--- config.mk ---
export PLATFORM = sky130hd
export DESIGN_NAME = rau_ctrl
export DESIGN_NICKNAME = d
export VERILOG_FILES = /design/src/rtl/rau_pkg.sv /design/src/rtl/rau_ctrl.sv
export SDC_FILE = /design/constraint.sdc
export NUM_CORES = 1
export LEC_CHECK = 0
export ABC_AREA = 1
export BUFFER_PORTS_ARGS = -buffer_cell sky130_fd_sc_hd__buf_2
export CAP_MARGIN = 5
export CORE_AREA = 5 5 42 44
export DETAILED_ROUTE_END_ITERATION = 8
export DIE_AREA = 0 0 47 49
export PLACE_DENSITY_LB_ADDON = 0.25
export SKIP_LAST_GASP = 1
export SLEW_MARGIN = 20
export SYNTH_ARGS = -nofsm -noshare
export SYNTH_HDL_FRONTEND = slang
export SYNTH_SLANG_ARGS = --single-unit
export TNS_END_PERCENT = 100
--- constraint.sdc ---
create_clock -name clock -period 1.1 [get_ports clock]
set_clock_uncertainty 0.1 [all_clocks]
set_input_delay 0.22 -clock clock [delete_from_list [all_inputs] [get_ports clock]]
set_output_delay 0.22 -clock clock [all_outputs]
set_load 0.05 [all_outputs]
--- src/rtl/rau_pkg.sv ---
// Shared types and constants for the rational arithmetic unit.
package rau_pkg;

   localparam int OperandWidth = 16;
   localparam int ProdWidth    = 2 * OperandWidth;
   localparam int MagWidth     = ProdWidth + 1;
   localparam int CntWidth     = $clog2(MagWidth + 1);

   typedef enum logic [2:0] {
      OP_ADD = 3'd0,
      OP_SUB = 3'd1,
      OP_MUL = 3'd2,
      OP_DIV = 3'd3,
      OP_LT  = 3'd4,
      OP_EQ  = 3'd5
   } op_type;

   typedef enum logic [2:0] {
      ST_IDLE,
      ST_PROD,
      ST_SUM,
      ST_GCD,
      ST_DIVN,
      ST_DIVD,
      ST_DONE
   } state_type;

   // Controller to datapath.
   typedef struct packed {
      logic load;
      logic prod;
      logic sum;
      logic gcd_step;
      logic div_start;
      logic div_step;
      logic div_den;
   } cmd_type;

   // Datapath to controller.
   typedef struct packed {
      logic early;
      logic gcd_done;
      logic div_last;
   } sts_type;

endpackage

--- src/rtl/rau_ctrl.sv ---
// Controller state machine sequencing products, GCD and the two divisions.
module rau_ctrl
   import rau_pkg::*;
(
   input  logic    clock,
   input  logic    reset,
   input  logic    in_valid,
   output logic    in_ready,
   output logic    out_valid,
   input  logic    out_ready,
   input  sts_type sts,
   output cmd_type cmd
);

   state_type state_ff, state_in;

   always_ff @(posedge clock) begin
      if (reset) begin
         state_ff <= ST_IDLE;
      end else begin
         state_ff <= state_in;
      end
   end

   always_comb begin
      state_in = state_ff;
      case (state_ff)
         ST_IDLE: if (in_valid) state_in = ST_PROD;
         ST_PROD: state_in = ST_SUM;
         ST_SUM:  state_in = sts.early ? ST_DONE : ST_GCD;
         ST_GCD:  if (sts.gcd_done) state_in = ST_DIVN;
         ST_DIVN: if (sts.div_last) state_in = ST_DIVD;
         ST_DIVD: if (sts.div_last) state_in = ST_DONE;
         ST_DONE: if (out_ready) state_in = ST_IDLE;
         default: state_in = ST_IDLE;
      endcase
   end

   // Each division opens with a setup step, marked by the GCD finishing or the first
   // division finishing.
   always_comb begin
      cmd       = '0;
      in_ready  = 1'b0;
      out_valid = 1'b0;
      case (state_ff)
         ST_IDLE: begin
            in_ready = 1'b1;
            cmd.load = in_valid;
         end
         ST_PROD: cmd.prod = 1'b1;
         ST_SUM:  cmd.sum  = 1'b1;
         ST_GCD: begin
            cmd.gcd_step  = !sts.gcd_done;
            cmd.div_start = sts.gcd_done;
         end
         ST_DIVN: begin
            cmd.div_step = 1'b1;
         end
         ST_DIVD: begin
            cmd.div_den  = 1'b1;
            cmd.div_step = 1'b1;
         end
         ST_DONE: out_valid = 1'b1;
         default: cmd = '0;
      endcase
      if (state_ff == ST_DIVN && sts.div_last) begin
         cmd.div_start = 1'b0;
      end
   end

   // A second setup at the end of the numerator division: hold g, reload the dividend.
   logic den_setup_ff;
   always_ff @(posedge clock) begin
      if (reset) begin
         den_setup_ff <= 1'b0;
      end else begin
         den_setup_ff <= (state_ff == ST_DIVN) && sts.div_last;
      end
   end

   property p_done_holds;
      @(posedge clock) disable iff (reset)
         (state_ff == ST_DONE && !out_ready) |=> (state_ff == ST_DONE);
   endproperty
   assert property (p_done_holds) else $error("result dropped while stalled");

   property p_no_accept_busy;
      @(posedge clock) disable iff (reset)
         (state_ff != ST_IDLE) |-> !in_ready;
   endproperty
   assert property (p_no_accept_busy) else $error("request taken while busy");

   property p_den_follows;
      @(posedge clock) disable iff (reset)
         den_setup_ff |-> (state_ff == ST_DIVD);
   endproperty
   assert property (p_den_follows) else $error("denominator division skipped");

endmodule

==> summary.txt <==
CTS
  – CTS Buf Count: 3
  – Largest buffer count on any clock path: 2
  – TritonCTS Sinks: 3
  – H-tree depth: 1
  – Buffer type at the clock tree root: clkbuf_4
  – # hold bufs at CTS: 0
  – CTS tree: yes
  – Clock transition at the registers of the reported paths: 0.04 ns
  – Later-pin clock latency in the skew report: 0.24 ns

Route
  – First DRT Iteration DRCs: 4
  – Remaining antenna violation count after routing: 0
  – Post-route DRC: 0
  – Routed wire per std cell: 10.8 um
  – Vias/cell: 4.33
  – Via count: 407
  – Wirelength, routed: 1010 um
  – Drt pass-1 iters: 4

Synthesis
  – Yosys reg bits: 3
  – Synth cell count leaders: inv_1, nand2_1, nor2_1
  – Synthesized cell area: 314 um^2
  – Prevailing post-synth register cell: dfxtp_1
  – EDFF count, synth: 0
  – Syn_nets: 57
  – Register area share after synthesis: 0.191
  – Synth cell types: 19
  – Yosys top cell area share: 0.191
  – Most frequent cell after synthesis: inv_1
  – Top cells by area, synth: dfxtp_1, inv_1, nand2_1
  – Syn Area/Cell: 6.28 um^2
  – Ys Warns: 0
  – Area leader, netlist: dfxtp_1
  – Syn Inst Count: 50
  – FFs w/ async S/R, synth: 0

Critical path
  – WS Path Type: flip-flop to output pin
  – CP endpoint kind: output pin
  – CP required: 0.78 ns
  – Crit path max fanout: 5
  – CP Data Arrival Time: 1.09 ns
  – Worst setup SP type: flip-flop

STA
  – Maximum clock rate: 710 MHz
  – Max-slew violations: 0
  – Min Tclk post-route: 1.41 ns
  – Final worst slack: -0.308 ns
  – Final Setup Violations: 12
  – Worst-margin pin slew: 0.169 ns
  – Final hold vios: 0
  – Worst hold margin: 0.0501 ns
  – RSZ-0062 raised after global routing: yes
  – Fin crit share: 1.28
  – Tightest slew margin relative to the limit: 0.886

Floorplan
  – Die W: 47 um
  – # IOs: 16
  – Starting Density: 0.224
  – Core area: 0.00140 mm^2
  – # rows: 14
  – Total die area: 0.00230 mm^2
  – Die height: 49 um

Global route
  – GR Util All Layers: 0.0944
  – First-pass GRT wire length: 1570 um
  – Largest net degree at the start of global routing: 6
  – Vias in the first global route: 418
  – Initial antenna violation count: 0
  – Total congestion overflow: 0

Final layout
  – Fillers: 140
  – Finished Layout Cells: 94
  – Largest register FFs: 3
  – Layout overhead on the synthesized area: 127%
  – Largest register by flop count: state_ff
  – Nets@finish: 86
  – Top Registers: state_ff: 3 flops
  – # diodes: 0
  – Ratio of cells with drive above 1 in the final layout: 0.756

Pwr
  – Static leakage: 0.336 nW
  – Power Dens Cells: 3370 mW/mm^2
  – Maximum vdd drop: 1890 uV
  – Pwr Total: 2.40 mW

Run status
  – Status: complete, but fails checks
  – Failing checks: setup timing

Placement
  – Post-place setup slack: -0.207 ns
  – Post-DP HPWL: 736 um
  – Placed Cells: 84
  – IO Port Bufs: 15
  – GP Congestion: 0.761

Hold path
  – Hold crit path type: input pin to flip-flop

Flow run
  – Total of max-cap violations: 0
-- logic make-up after synthesis --
| logic type | share of synthesized area |
|---|---|
| buffers and inverters | 0.179 |
| DFF | 0.191 |
| AOI/OAI and AO/OA | 0.0597 |
| and+or+nand+nor | 0.570 |
-- worst paths after layout --
path,to,slack [ns],depth (start not counted),startpoint
worst max-delay path,cmd[6],-0.31,3,state_ff[2]
worst min-delay path,state_ff[0],0.05,2,reset
worst max register to register,state_ff[1],-0.17,9,state_ff[2]
worst min register to register,state_ff[1],0.47,2,state_ff[1]
-- per-stage QoR --
step	util	setup TNS (ns)	cell area (um^2)
final	0.508	-3.00	712
after global routing	0.508	-3.60	712
after CTS	0.456	-3.04	639
after detailed placement	0.362	-1.48	507
after global placement	0.362	-1.46	507
after floorplan	-	-1.63	393
-- worst max-delay path, stage by stage, from the launching register on --
cell	delay, ns
dfxtp_4	0.36
buf_6	0.14
nor3_4	0.18
buf_6	0.18
-- what timing repair did --
item	CTS	global route
setup buffers	2	4
setup endpoints to repair	12	12
pin swaps	6	9
gates resized for setup	28	12
-- cell usage in the layout (no fill, tap or decap), types with 3 or more instances in the layout --
| cell | Yosys | routed |
|---|---|---|
| buf_2 | 0 | 6 |
| buf_4 | 0 | 5 |
| buf_6 | 1 | 10 |
| buf_8 | 0 | 4 |
| clkbuf_4 | 0 | 3 |
| dfxtp_4 | 0 | 3 |
| inv_1 | 8 | 5 |
| inv_2 | 4 | 3 |
| nand2_1 | 7 | 3 |
| nand2_2 | 2 | 3 |
| nand2_4 | 2 | 5 |
| nor2_1 | 6 | 3 |
| nor2_4 | 1 | 5 |
| nor3_4 | 0 | 3 |
-- final cells by class --
class / count / area [um^2] / area share
multi-input cells: 34 / 292 / 0.409
repair buffers: 25 / 240 / 0.337
flip-flops and latches: 3 / 71.3 / 0.100
inverters: 12 / 62.6 / 0.0879
clock buffers: 4 / 26.3 / 0.0369
well taps: 16 / 20.0 / 0.0281
-- per-layer routing --
metal	up-vias	track usage	share of wire
li1	210	-	-
met1	182	0.103	0.40
met2	13	0.154	0.53
met3	2	0.0148	0.052
met4	0	0.0691	0.019
met5	-	0	0
-- power breakdown --
| part | switching [mW] | total [mW] | internal [mW] |
|---|---|---|---|
| clock | 0.0617 | 0.198 | 0.136 |
| sequential | 0.131 | 0.324 | 0.192 |
| combinational | 1.09 | 1.88 | 0.791 |
Note: power is estimated with default switching activity, not from simulation.
